**config.mk**
```make
export PLATFORM = sky130hd
export DESIGN_NAME = record_header_varint_parser_flat
export DESIGN_NICKNAME = d
export VERILOG_FILES = /design/src/hw/rtl/rhvp_pkg.sv /design/src/hw/rtl/rhvp_if.sv /design/src/hw/rtl/record_header_varint_parser.sv /design/src/hw/rtl/rhvp_varint.sv /design/src/flat_wrapper.sv
export SDC_FILE = /design/constraint.sdc
export NUM_CORES = 1
export LEC_CHECK = 0
export ABC_AREA = 1
export BUFFER_PORTS_ARGS = -buffer_cell sky130_fd_sc_hd__buf_2
export CAP_MARGIN = 20
export CORE_MARGIN = 2
export CORE_UTILIZATION = 30
export DETAILED_ROUTE_END_ITERATION = 8
export HOLD_SLACK_MARGIN = 0.1
export PLACE_DENSITY_LB_ADDON = 0.25
export SLEW_MARGIN = 10
export SYNTH_ARGS = -nofsm -noshare
export SYNTH_HDL_FRONTEND = slang
export SYNTH_HIERARCHICAL = 1
export SYNTH_SLANG_ARGS = --single-unit
```
**constraint.sdc**
```tcl
create_clock -name clk_i -period 7 [get_ports clk_i]
set_input_delay 0.35 -clock clk_i [delete_from_list [all_inputs] [get_ports clk_i]]
set_output_delay 0.35 -clock clk_i [all_outputs]
set_load 0.05 [all_outputs]
```
**src/hw/rtl/rhvp_pkg.sv**
```systemverilog
// Shared types, codes and serial-type sizing for the record header parser.
package rhvp_pkg;

  // Parser phase.
  typedef enum logic [1:0] {
    PH_IDLE = 2'd0,
    PH_LEN  = 2'd1,
    PH_COL  = 2'd2
  } phase_e;

  // Result status codes.
  typedef enum logic [1:0] {
    ST_COLUMN    = 2'd0,
    ST_EMPTY     = 2'd1,
    ST_MALFORMED = 2'd2
  } status_e;

  localparam int unsigned VarintMaxBytes  = 9;
  localparam int unsigned Varint7BitBytes = 8;
  localparam logic [7:0]  VarintDataMask  = 8'h7F;
  localparam int unsigned VarintContBit   = 7;
  localparam int unsigned SerialVarLimit  = 12;

  // Varint accumulator control.
  typedef struct packed {
    logic take;     // shift a byte in this cycle
    logic restart;  // treat the accumulator as empty before the shift
    logic drop;     // clear the accumulator after the shift
  } varint_ctl_t;

  // One result transaction.
  typedef struct packed {
    status_e     status;
    logic [5:0]  column_index;
    logic [31:0] serial_type;
    logic [31:0] body_offset;
    logic [31:0] column_size;
    logic        last;
  } result_t;

  // Byte size of a column from its serial type, low 32 bits.
  function automatic logic [31:0] type_size(input logic [63:0] st);
    logic [32:0] diff;
    logic [31:0] size;
    diff = st[32:0] - 33'(SerialVarLimit);
    if (st[63:4] != '0 || st[3:0] >= 4'(SerialVarLimit)) begin
      size = diff[32:1];
    end else begin
      case (st[3:0]) inside
        4'd1, 4'd2, 4'd3, 4'd4: size = {28'd0, st[3:0]};
        4'd5:                   size = 32'd6;
        4'd6, 4'd7:             size = 32'd8;
        default:                size = 32'd0;
      endcase
    end
    return size;
  endfunction

endpackage

```
**src/hw/rtl/rhvp_if.sv**
```systemverilog
// Valid/ready stream interfaces for header bytes and column results.
interface rhvp_in_if;
  logic        valid;
  logic        ready;
  logic [7:0]  header_byte;
  logic        first;
  logic [31:0] payload_len;

  modport source (output valid, header_byte, first, payload_len, input ready);
  modport sink   (input valid, header_byte, first, payload_len, output ready);
endinterface

interface rhvp_out_if;
  logic        valid;
  logic        ready;
  logic [1:0]  status;
  logic [5:0]  column_index;
  logic [31:0] serial_type;
  logic [31:0] body_offset;
  logic [31:0] column_size;
  logic        last;

  modport source (output valid, status, column_index, serial_type, body_offset,
                  column_size, last, input ready);
  modport sink   (input valid, status, column_index, serial_type, body_offset,
                  column_size, last, output ready);
endinterface

```
**src/hw/rtl/record_header_varint_parser.sv**
```systemverilog
// Record header parser top level: input register, decode, result register.
//
//  channel | dir | payload                                              | ends
//  in_i    | in  | header_byte, first, payload_len                      | valid/ready
//  out_o   | out | status, column_index, serial_type, body_offset,      | valid/ready
//          |     | column_size, last                                    |
//
// One header byte per cycle while no result is held: a byte is captured in the
// input register, then decoded and its result (if any) loaded into the output
// register once that register is free. Reset clears the phase and the varint
// accumulator; the parser waits for a byte with first set. A held result stalls
// decoding; the input register takes a byte when it is empty or when it passes
// its byte on in the same cycle.
module record_header_varint_parser
  import rhvp_pkg::*;
#(
  parameter int unsigned MAX_HEADER_BYTES = 512,
  parameter int unsigned MAX_COLS         = 64
) (
  input  logic       clk_i,
  input  logic       rst_ni,
  rhvp_in_if.sink    in_i,
  rhvp_out_if.source out_o
);

  localparam int unsigned HdrW = $clog2(MAX_HEADER_BYTES + 1);
  localparam int unsigned ColW = $clog2(MAX_COLS + 1);

  // Input register
  logic        s1_valid_q, s1_valid_d;
  logic [7:0]  byte_q;
  logic        first_q;
  logic [31:0] plen_q;
  logic        in_acc, s1_adv;

  // Parser state
  phase_e          phase_q, phase_d;
  logic [HdrW-1:0] hdr_len_q, hdr_len_d;
  logic [HdrW-1:0] hdr_pos_q, hdr_pos_d;
  logic [3:0]      lead_lim_q, lead_lim_d;
  logic [31:0]     run_off_q, run_off_d;
  logic [ColW-1:0] col_cnt_q, col_cnt_d;

  // Result register
  logic    out_valid_q, out_valid_d;
  result_t res_q, res_d;
  logic    emit;

  // Varint accumulator
  varint_ctl_t vctl;
  logic [63:0] v_value;
  logic [3:0]  v_count;
  logic        v_done;

  // Decode temporaries
  phase_e          eff_phase;
  logic [HdrW-1:0] hl_eff;
  logic [3:0]      ll_eff;
  logic [HdrW-1:0] pos_inc;
  logic [HdrW-1:0] new_len;
  logic [ColW-1:0] cnt_inc;
  logic [ColW+5:0] idx_ext;
  logic [31:0]     size;
  logic            col_last;

  assign in_acc      = in_i.valid && in_i.ready;
  assign s1_adv      = s1_valid_q && (!out_valid_q || out_o.ready);
  assign in_i.ready  = !s1_valid_q || s1_adv;
  assign s1_valid_d  = in_acc ? 1'b1 : (s1_adv ? 1'b0 : s1_valid_q);
  assign out_valid_d = s1_adv ? emit : (out_valid_q && !out_o.ready);

  rhvp_varint u_varint (
    .clk_i   (clk_i),
    .rst_ni  (rst_ni),
    .ctl_i   (vctl),
    .byte_i  (byte_q),
    .value_o (v_value),
    .count_o (v_count),
    .done_o  (v_done)
  );

  always_comb begin
    // Values that a first byte loads before the header length is decoded
    if (first_q) begin
      eff_phase = (plen_q == 32'd0) ? PH_IDLE : PH_LEN;
      hl_eff    = (plen_q < 32'(MAX_HEADER_BYTES)) ? plen_q[HdrW-1:0]
                                                   : HdrW'(MAX_HEADER_BYTES);
      ll_eff    = (plen_q < 32'(VarintMaxBytes)) ? plen_q[3:0] : 4'(VarintMaxBytes);
    end else begin
      eff_phase = phase_q;
      hl_eff    = hdr_len_q;
      ll_eff    = lead_lim_q;
    end

    pos_inc  = hdr_pos_q + HdrW'(1);
    cnt_inc  = col_cnt_q + ColW'(1);
    new_len  = v_value[HdrW-1:0];
    size     = type_size(v_value);
    idx_ext  = {6'd0, col_cnt_q};
    col_last = (pos_inc >= hdr_len_q) || (cnt_inc >= ColW'(MAX_COLS));

    vctl.take    = s1_adv && (eff_phase == PH_LEN || eff_phase == PH_COL);
    vctl.restart = first_q;
    vctl.drop    = v_done;

    phase_d    = phase_q;
    hdr_len_d  = hdr_len_q;
    hdr_pos_d  = hdr_pos_q;
    lead_lim_d = lead_lim_q;
    run_off_d  = run_off_q;
    col_cnt_d  = col_cnt_q;

    emit              = 1'b0;
    res_d             = res_q;
    res_d.status      = ST_MALFORMED;
    res_d.column_index = '0;
    res_d.serial_type = '0;
    res_d.body_offset = '0;
    res_d.column_size = '0;
    res_d.last        = 1'b1;

    if (s1_adv) begin
      if (first_q) begin
        hdr_len_d  = hl_eff;
        lead_lim_d = ll_eff;
        hdr_pos_d  = '0;
        run_off_d  = '0;
        col_cnt_d  = '0;
      end
      case (eff_phase)
        PH_LEN: begin
          phase_d = PH_LEN;
          if (!v_done) begin
            if (v_count >= ll_eff) begin
              emit    = 1'b1;
              phase_d = PH_IDLE;
            end
          end else if (v_value > 64'(hl_eff)) begin
            emit    = 1'b1;
            phase_d = PH_IDLE;
          end else begin
            hdr_len_d = new_len;
            hdr_pos_d = HdrW'(v_count);
            run_off_d = 32'(new_len);
            col_cnt_d = '0;
            if (HdrW'(v_count) >= new_len) begin
              emit         = 1'b1;
              res_d.status = ST_EMPTY;
              phase_d      = PH_IDLE;
            end else begin
              phase_d = PH_COL;
            end
          end
        end
        PH_COL: begin
          hdr_pos_d = pos_inc;
          if (!v_done) begin
            if (pos_inc >= hdr_len_q) begin
              emit    = 1'b1;
              phase_d = PH_IDLE;
            end
          end else begin
            emit               = 1'b1;
            res_d.status       = ST_COLUMN;
            res_d.column_index = idx_ext[5:0];
            res_d.serial_type  = v_value[31:0];
            res_d.body_offset  = run_off_q;
            res_d.column_size  = size;
            res_d.last         = col_last;
            run_off_d          = run_off_q + size;
            col_cnt_d          = cnt_inc;
            if (col_last) begin
              phase_d = PH_IDLE;
            end
          end
        end
        default: begin
          // Empty payload on a first byte; idle bytes are dropped
          phase_d = PH_IDLE;
          if (first_q) begin
            emit         = 1'b1;
            res_d.status = ST_EMPTY;
          end
        end
      endcase
    end
  end

  always_ff @(posedge clk_i or negedge rst_ni) begin
    if (!rst_ni) begin
      s1_valid_q  <= 1'b0;
      out_valid_q <= 1'b0;
      phase_q     <= PH_IDLE;
      hdr_len_q   <= '0;
      hdr_pos_q   <= '0;
      lead_lim_q  <= '0;
      run_off_q   <= '0;
      col_cnt_q   <= '0;
    end else begin
      s1_valid_q  <= s1_valid_d;
      out_valid_q <= out_valid_d;
      phase_q     <= phase_d;
      hdr_len_q   <= hdr_len_d;
      hdr_pos_q   <= hdr_pos_d;
      lead_lim_q  <= lead_lim_d;
      run_off_q   <= run_off_d;
      col_cnt_q   <= col_cnt_d;
    end
  end

  always_ff @(posedge clk_i) begin
    if (in_acc) begin
      byte_q  <= in_i.header_byte;
      first_q <= in_i.first;
      plen_q  <= in_i.payload_len;
    end
    if (s1_adv && emit) begin
      res_q <= res_d;
    end
  end

  assign out_o.valid        = out_valid_q;
  assign out_o.status       = res_q.status;
  assign out_o.column_index = res_q.column_index;
  assign out_o.serial_type  = res_q.serial_type;
  assign out_o.body_offset  = res_q.body_offset;
  assign out_o.column_size  = res_q.column_size;
  assign out_o.last         = res_q.last;

`ifndef SYNTHESIS
  // A byte in the input register is never overwritten before it is decoded.
  a_no_s1_overwrite: assert property (@(posedge clk_i) disable iff (!rst_ni)
    (in_acc && s1_valid_q) |-> s1_adv)
    else $error("input register overwritten");

  // Any non-column status closes the record.
  a_status_last: assert property (@(posedge clk_i) disable iff (!rst_ni)
    (out_valid_q && res_q.status != ST_COLUMN) |-> res_q.last)
    else $error("error status without last");

  // While reading column varints the position stays inside the header.
  a_pos_in_header: assert property (@(posedge clk_i) disable iff (!rst_ni)
    (phase_q == PH_COL) |-> (hdr_pos_q < hdr_len_q && col_cnt_q < ColW'(MAX_COLS)))
    else $error("column phase outside header");

  // A final result leaves the parser idle.
  a_last_idle: assert property (@(posedge clk_i) disable iff (!rst_ni)
    (s1_adv && emit && res_d.last) |=> (phase_q == PH_IDLE))
    else $error("parser not idle after last result");
`endif

endmodule

```
**src/hw/rtl/rhvp_varint.sv**
```systemverilog
// Big-endian base-128 varint accumulator, nine bytes at most.
module rhvp_varint
  import rhvp_pkg::*;
(
  input  logic        clk_i,
  input  logic        rst_ni,
  input  varint_ctl_t ctl_i,
  input  logic [7:0]  byte_i,
  output logic [63:0] value_o,
  output logic [3:0]  count_o,
  output logic        done_o
);

  logic [63:0] value_q, value_d, base_value;
  logic [3:0]  count_q, count_d, base_count;

  always_comb begin
    base_value = ctl_i.restart ? 64'd0 : value_q;
    base_count = ctl_i.restart ? 4'd0 : count_q;
    if (base_count < 4'(Varint7BitBytes)) begin
      value_o = {base_value[56:0], byte_i[6:0] & VarintDataMask[6:0]};
    end else begin
      value_o = {base_value[55:0], byte_i};
    end
    count_o = base_count + 4'd1;
    done_o  = (count_o >= 4'(VarintMaxBytes)) || !byte_i[VarintContBit];

    value_d = value_q;
    count_d = count_q;
    if (ctl_i.take) begin
      value_d = ctl_i.drop ? 64'd0 : value_o;
      count_d = ctl_i.drop ? 4'd0 : count_o;
    end
  end

  always_ff @(posedge clk_i or negedge rst_ni) begin
    if (!rst_ni) begin
      value_q <= '0;
      count_q <= '0;
    end else begin
      value_q <= value_d;
      count_q <= count_d;
    end
  end

endmodule
```
**src/flat_wrapper.sv**
```systemverilog
// flat-port wrapper written by rule: the top's interface ports become plain ports
module record_header_varint_parser_flat import rhvp_pkg::*;
#(
  parameter int unsigned MAX_HEADER_BYTES = 512,
  parameter int unsigned MAX_COLS         = 64
)
  (clk_i, rst_ni, in_i_valid, in_i_header_byte, in_i_first, in_i_payload_len, in_i_ready, out_o_valid, out_o_status, out_o_column_index, out_o_serial_type, out_o_body_offset, out_o_column_size, out_o_last, out_o_ready);
  rhvp_in_if in_i_i ();
  rhvp_out_if out_o_i ();
  input  logic clk_i;
  input  logic rst_ni;
  input wire logic [$bits(in_i_i.valid)-1:0] in_i_valid;
  input wire logic [$bits(in_i_i.header_byte)-1:0] in_i_header_byte;
  input wire logic [$bits(in_i_i.first)-1:0] in_i_first;
  input wire logic [$bits(in_i_i.payload_len)-1:0] in_i_payload_len;
  output wire logic [$bits(in_i_i.ready)-1:0] in_i_ready;
  output wire logic [$bits(out_o_i.valid)-1:0] out_o_valid;
  output wire logic [$bits(out_o_i.status)-1:0] out_o_status;
  output wire logic [$bits(out_o_i.column_index)-1:0] out_o_column_index;
  output wire logic [$bits(out_o_i.serial_type)-1:0] out_o_serial_type;
  output wire logic [$bits(out_o_i.body_offset)-1:0] out_o_body_offset;
  output wire logic [$bits(out_o_i.column_size)-1:0] out_o_column_size;
  output wire logic [$bits(out_o_i.last)-1:0] out_o_last;
  input wire logic [$bits(out_o_i.ready)-1:0] out_o_ready;
  assign in_i_i.valid = in_i_valid;
  assign in_i_i.header_byte = in_i_header_byte;
  assign in_i_i.first = in_i_first;
  assign in_i_i.payload_len = in_i_payload_len;
  assign in_i_ready = in_i_i.ready;
  assign out_o_valid = out_o_i.valid;
  assign out_o_status = out_o_i.status;
  assign out_o_column_index = out_o_i.column_index;
  assign out_o_serial_type = out_o_i.serial_type;
  assign out_o_body_offset = out_o_i.body_offset;
  assign out_o_column_size = out_o_i.column_size;
  assign out_o_last = out_o_i.last;
  assign out_o_i.ready = out_o_ready;
  record_header_varint_parser #(.MAX_HEADER_BYTES(MAX_HEADER_BYTES), .MAX_COLS(MAX_COLS)) u_core (.clk_i(clk_i), .rst_ni(rst_ni), .in_i(in_i_i), .out_o(out_o_i));
endmodule
```
After elaboration in Yosys (flattened, before gate mapping):

Index checks and enable logic that the tools add are counted.

* latch bits: 0
* memory bits (writable): 0
* register bits after elaboration: 274
* ROM bits: 0
* memories: 0
* word-level logic and storage cells: 127
* input bits: 45
* output and inout port bits: 107

* magnitude comparators: 10
* equal/unequal tests: 11
* mux-type cells: 59
* reduce and logical (&&, ||, !) cells: 23
* add/sub/neg operators: 5
* div/mod/pow operators: 0
* multipliers: 0
* bitwise logic cells: 0
* shift operators: 0

Operators with widths (count)
* 2-to-1 mux 32 bit: 7
* 2-to-1 mux 57 bit: 2
* 2-to-1 mux 105 bit: 1
* 2-to-1 mux 10 bit: 9
* > comparator 64 x 10 -> 1 bit: 1
* 2-to-1 mux 64 bit: 1
* case mux 32 bit (2 select lines): 1
* nonzero test 60 bit: 1
* subtractor 33 x 4 -> 33 bit (second input constant): 1
* adder 32 bit: 1
* logical NOT 32 bit: 1
* < comparator 32 x 10 -> 1 bit (second input constant): 1
* < comparator 32 x 4 -> 1 bit (second input constant): 1
* 2-to-1 mux 7 bit: 4
* 2-to-1 mux 2 bit: 11
* 2-to-1 mux 4 bit: 5
* case mux 10 bit (2 select lines): 1
* equality test 4 x 3 -> 1 bit (second input constant): 4
* case mux 7 bit (2 select lines): 1
* 2-to-1 mux 1 bit: 13
* adder 10 x 1 -> 10 bit (second input constant): 1
* >= comparator 10 bit: 1
* >= comparator 4 x 10 -> 1 bit: 1
* equality test 4 x 2 -> 1 bit (second input constant): 2
* 21 further kinds: 36

Longest topological paths before layout:

* depth in word-level cells: 12
* mapped depth: 35
* depth with buffers taken out: 33

Cells and area by module:

Netlist, hierarchy kept.

Modules (own cells, without submodules)
* record_header_varint_parser: sequential area each 6060.8 um2, times used 1, cells each 1783, area an instance 13713.2 um2
* rhvp_varint: sequential area each 1526.5 um2, times used 1, cells each 403, area an instance 3280.6 um2

Worst setup path after synthesis:

OpenSTA, ideal clock, no wires.

* path kind: flip-flop to flip-flop
* start point: reg u_core.first_q
* end point: reg u_core.res_q, in the netlist u_core/out_o.body_offset[0], enable pin
* slack: 1.903 ns
* path buffers: 4
* arrival: 4.630 ns
* library setup time: 0.467 ns
* stages on the path, launching flop included: 10
* period minus slack after synthesis: 5.097 ns
* data required time: 6.533 ns
* cells stage by stage: edfxtp_1 -> clkbuf_1 -> buf_2 -> clkbuf_1 -> o21ai_0 -> ha_1 -> nor2_1 -> clkbuf_1 -> nand2_1 -> nand2_1

* cells in the longest elaborated chain, start to end: 10
* elaborated cells on any way between the ends: 24
* those cells by class: add/sub (1); order compare (5); eq/ne (2); mux (14); reduce/logical (2)

RTL lines
* start, declared: RTL line record_header_varint_parser.sv:32 `logic first_q;`
* start signal, assigned: RTL line record_header_varint_parser.sv:214 `first_q <= in_i.first;`
* parallel branches: the longest is 7 deep, another holds > comparator 64 x 10 -> 1 bit
* case mux 1 bit (2 select lines) (*): RTL line record_header_varint_parser.sv:130 `case (eff_phase)`
* 2-to-1 mux 1 bit (*): RTL line record_header_varint_parser.sv:122 `if (s1_adv) begin`
* logical AND 1 bit (*): RTL line record_header_varint_parser.sv:217 `if (s1_adv && emit) begin`
* end signal, assigned: RTL line record_header_varint_parser.sv:218 `res_q <= res_d;`
* end, declared: RTL line record_header_varint_parser.sv:46 `result_t res_q, res_d;`

Mark *: on every way between the ends.
A chain may end at the register's enable or synchronous reset.

Final worst setup path:

* start point: reg u_core.first_q
* end point: reg u_core.run_off_q[12]

* cells in the longest elaborated chain, start to end: 9
* elaborated cells on any way between the ends: 22
* those cells by class: add/sub (3); order compare (3); eq/ne (2); mux (11); reduce/logical (3)

RTL lines
* 2-to-1 mux 4 bit: RTL line rhvp_varint.sv:19 `base_count = ctl_i.restart ? 4'd0 : count_q;`
* < comparator 4 bit: RTL line rhvp_varint.sv:20 `if (base_count < 4'(Varint7BitBytes)) begin`
* 2-to-1 mux 64 bit (*): RTL line rhvp_varint.sv:20
* net u_core.v_value[7]: RTL line record_header_varint_parser.sv:51 `logic [63:0] v_value;`
* nonzero test 60 bit (*): RTL line rhvp_pkg.sv:46 `if (st[63:4] != '0 || st[3:0] >= 4'(SerialVarLimit)) begin`
* logical OR 1 bit (*): RTL line rhvp_pkg.sv:46
* 2-to-1 mux 32 bit (*): RTL line rhvp_pkg.sv:46
* net u_core.size[0]: RTL line record_header_varint_parser.sv:63 `logic [31:0] size;`
* adder 32 bit (*): RTL line record_header_varint_parser.sv:170 `run_off_d = run_off_q + size;`
* 2-to-1 mux 32 bit (*): RTL line record_header_varint_parser.sv:157 `if (!v_done) begin`
* case mux 32 bit (2 select lines) (*): RTL line record_header_varint_parser.sv:130
* end signal, assigned: RTL line record_header_varint_parser.sv:206 `run_off_q <= run_off_d;`
* end, declared: RTL line record_header_varint_parser.sv:41 `logic [31:0] run_off_q, run_off_d;`

Mark *: on every way through the listed nets, which the timed path passes. The rest lies on a longest branch.

==> metrics.cfg <==
[setup_path]
criticalPathCategory=register to register
critical_path.endpoint_type=register
cp_data_arrival_time_ns=5.89
largest_stage_delay_on_the_critical_path_ns=0.50
worst_path_max_delay_cell=sky130_fd_sc_hd__nand2_2
critPathLaunchType=register
worst-endpoint-required_ns=7.42
top_fanout_value_on_the_critical_path=29

[route]
dr_total_vias=15367
drt-initial-drc-count=1382
drc=0
avgRoutedWirePerCell_um=18.4
routed_wirelength_um=57600
final_antenna_net_count=0
drt-vias-per-instance=4.90
drt_first_pass_iters=5

[clock_network]
sinks_on_clock_net=274
clk_pin_slew_worst_paths_ns=0.06
post_cts_resized=0
clock_tree.htree_level_count=2
postCtsHoldBufs=42
worst_skew_pair.late_latency_ns=0.56
post-cts-setup-buffers=0
cts_made_buffers=36
cts_tree=yes
cts-root-to-sink-buffers=3
clk_root_buffer_cell=sky130_fd_sc_hd__clkbuf_16

[placement]
preCtsSetupSlack_ns=1.68
dp.final_hpwl_um=41600
portBuffers=151
placement.cell_area_mm2=0.0184
gpl.final_weighted_congestion=0.903

[yosys]
synth.cells.most_frequent=sky130_fd_sc_hd__nand2_1 (556), sky130_fd_sc_hd__nor2_1 (304), sky130_fd_sc_hd__inv_1 (302)
synth-seq-area-share_pct=44.6
mapped_area_mm2=0.0170
ys_async_sr_fraction_pct=46.7
syn-instance-count=2186
synth_flop_cell=sky130_fd_sc_hd__edfxtp_1
synth_largest_type_area_fraction_pct=25.8
synth_compound_area_share_pct=11.9
synth_seq_cells=274
largest_family_of_logic_cells_by_synthesized_area=simple AND/OR/NAND/NOR gates
yosysMostFrequentCell=sky130_fd_sc_hd__nand2_1
synth.mux.area_fraction_pct=0
synth-adder-area-share_pct=4.98
synth.top_cells.by_area=sky130_fd_sc_hd__edfxtp_1 (26%), sky130_fd_sc_hd__dfrtp_1 (19%), sky130_fd_sc_hd__nand2_1 (12%)
synth_simple_gate_area_share_pct=27.2
synth_top_cell_by_area=sky130_fd_sc_hd__edfxtp_1
synth.avg_cell_area_um2=7.77
synth_edf_count=146
synth_fp_nets=2298
cell_variety_after_synth=56
yosys.area_share.xor_xnor_pct=1.55
synth_warn=6

[power_and_ir_drop]
ir_worst_vdd_uv=181
power_per_cell_area_mw_per_mm2=354
totalPowerFinal_mw=7.11
p_leak_nw=8.94

[die]
dieArea_mm2=0.0586
die_extent_in_y_um=242
floorplan.die.width_um=242
top_level_ports=152
fp-row-count=87
core_region_area_mm2=0.0562
start_util_pct=30.3

[global_route]
antenna_found_initial=0
grt_max_degree=69
via_count_of_the_first_global_routing_pass=14943
grtUsageTotal_pct=19.3
grt_first_pass_wirelength_um=87900
global_route.overflow_total=0

[sta]
finalSetupViolations=0
min_period_over_period_pct=78.2
max_clock_freq_ghz=0.183
drv_slew=0
final.setup.tns_ns=0
tightest_slew_ns=1.07
layout_setup_ws_ns=1.52
final.setup_skew_ns=0.0270
report.final.hold_viol_count=0
period_minus_slack_ns=5.48
rsz0062_at_grt=no
slew_headroom_pct=28.9

[layout]
area_of_all_placed_cells_without_fillers_mm2=0.0201
nFillCells=5952
post-route-util_pct=35.7
fraction_of_final_layout_cells_with_drive_strength_greater_than_1_pct=13.3
areaGrowthSynthToFinish_pct=18.0
nets=2462
antennaDiodeCount=0

[run_status]
run_status=finished, final reports clean

[run]
drv.max_cap_violation_count=0

[worst_hold_path]
min-delay-path-class=primary input to register

[worst max-delay path: cells and delay by family, from the launching register on]
family          cells  cell delay, ns
simple gates       14            2.93
fa+ha+maj           2            0.45
buf+inv             6            0.96
flops               1            0.37
compound gates      4            0.62
[cells by family (layout without fill, tap and decap cells)]
group                    count (synthesis)  count (layout)
AND/OR/NAND/NOR                       1102            1102
adder cells (fa/ha/maj)                 67              67
flip-flops                             274             274
AO/OA/AOI/OAI                          313             313
buffers and inverters                  400             591
XOR/XNOR                                30              30
[state kept, by name (all words and copies together) (netlist names), 4 cells and up]
name	cells
u_core/run_off_q	32
u_core/u_varint/value_q	57
u_core/byte_q	8
u_core/out_o.body_offset	32
u_core/u_varint/count_q	4
u_core/out_o.column_size	32
u_core/hdr_len_q	10
u_core/plen_q	32
u_core/out_o.column_index	6
u_core/hdr_pos_q	10
u_core/out_o.serial_type	32
u_core/col_cnt_q	7
u_core/lead_lim_q	4
[metrics by stage]
stage | std cells | hold WS [ns]
floorplan | 2186 | 0.0544
global placement | 3025 | 0.461
detailed placement | 3025 | 0.465
CTS | 3132 | 0.120
global route | 3133 | 0.116
finish | 3133 | 0.129
[layer usage]
| metal | vias up | GRT usage, % | part of all wire, % |
|---|---|---|---|
| li1 | 7457 | - | - |
| met1 | 7273 | 25.6 | 44 |
| met2 | 551 | 32.1 | 47 |
| met4 | 0 | 5.76 | 2.6 |
| met5 | - | 0 | 0 |
| met3 | 86 | 3.28 | 6.5 |
[layout by cell type (no fill, tap or decap), types with 10 or more instances in the layout]
cell,count
sky130_fd_sc_hd__a21oi_1,93
sky130_fd_sc_hd__buf_2,150
sky130_fd_sc_hd__buf_4,21
sky130_fd_sc_hd__clkbuf_16,36
sky130_fd_sc_hd__dfrtp_1,128
sky130_fd_sc_hd__dlygate4sd3_1,42
sky130_fd_sc_hd__edfxtp_1,146
sky130_fd_sc_hd__ha_1,66
sky130_fd_sc_hd__inv_1,300
sky130_fd_sc_hd__nand2_1,553
sky130_fd_sc_hd__nand2_2,13
sky130_fd_sc_hd__nand3_1,118
sky130_fd_sc_hd__nand3b_1,10
sky130_fd_sc_hd__nand4_1,21
sky130_fd_sc_hd__nor2_1,303
sky130_fd_sc_hd__nor3_1,46
sky130_fd_sc_hd__o211ai_1,12
sky130_fd_sc_hd__o21ai_0,93
sky130_fd_sc_hd__o22ai_1,29
sky130_fd_sc_hd__o22ai_2,33
sky130_fd_sc_hd__xor2_1,26
[final cells by class]
type / instances / area [um2] / share of cell area (%)
multi-input combinational: 1512 / 7780 / 38.8
tap: 756 / 946 / 4.72
timing repair buffer: 216 / 1400 / 6.96
clock inverter: 22 / 221 / 1.10
clock buffer: 43 / 957 / 4.77
inverter: 310 / 1160 / 5.81
sequential: 274 / 7590 / 37.8
[path summary, 6_finish.rpt]
| kind | from | endpoint | slack, ns | depth (start not counted) |
|---|---|---|---|---|
| max reg2reg | u_core/first_q | u_core/run_off_q[12] | 1.52 | 26 |
| min in group asynchronous | rst_ni | u_core/lead_lim_q[0] | 0.53 | 2 |
| max in group asynchronous | rst_ni | u_core/u_varint/value_q[4] | 5.06 | 3 |
| min | in_i_valid | u_core/s1_valid_q | 0.13 | 3 |
| min reg2reg | u_core/u_varint/value_q[47] | u_core/u_varint/value_q[47] | 0.48 | 2 |
| max | u_core/first_q | u_core/run_off_q[12] | 1.52 | 26 |
[report_power, final]
part / switching, mW / internal, mW / leakage (nW)
Combinational: 2.20 / 0.760 / 5.25
Sequential: 0.196 / 2.09 / 3.11
Clock: 0.770 / 1.10 / 0.578
Total: 3.16 / 3.95 / 8.94
(Power assumes the default switching activity.)
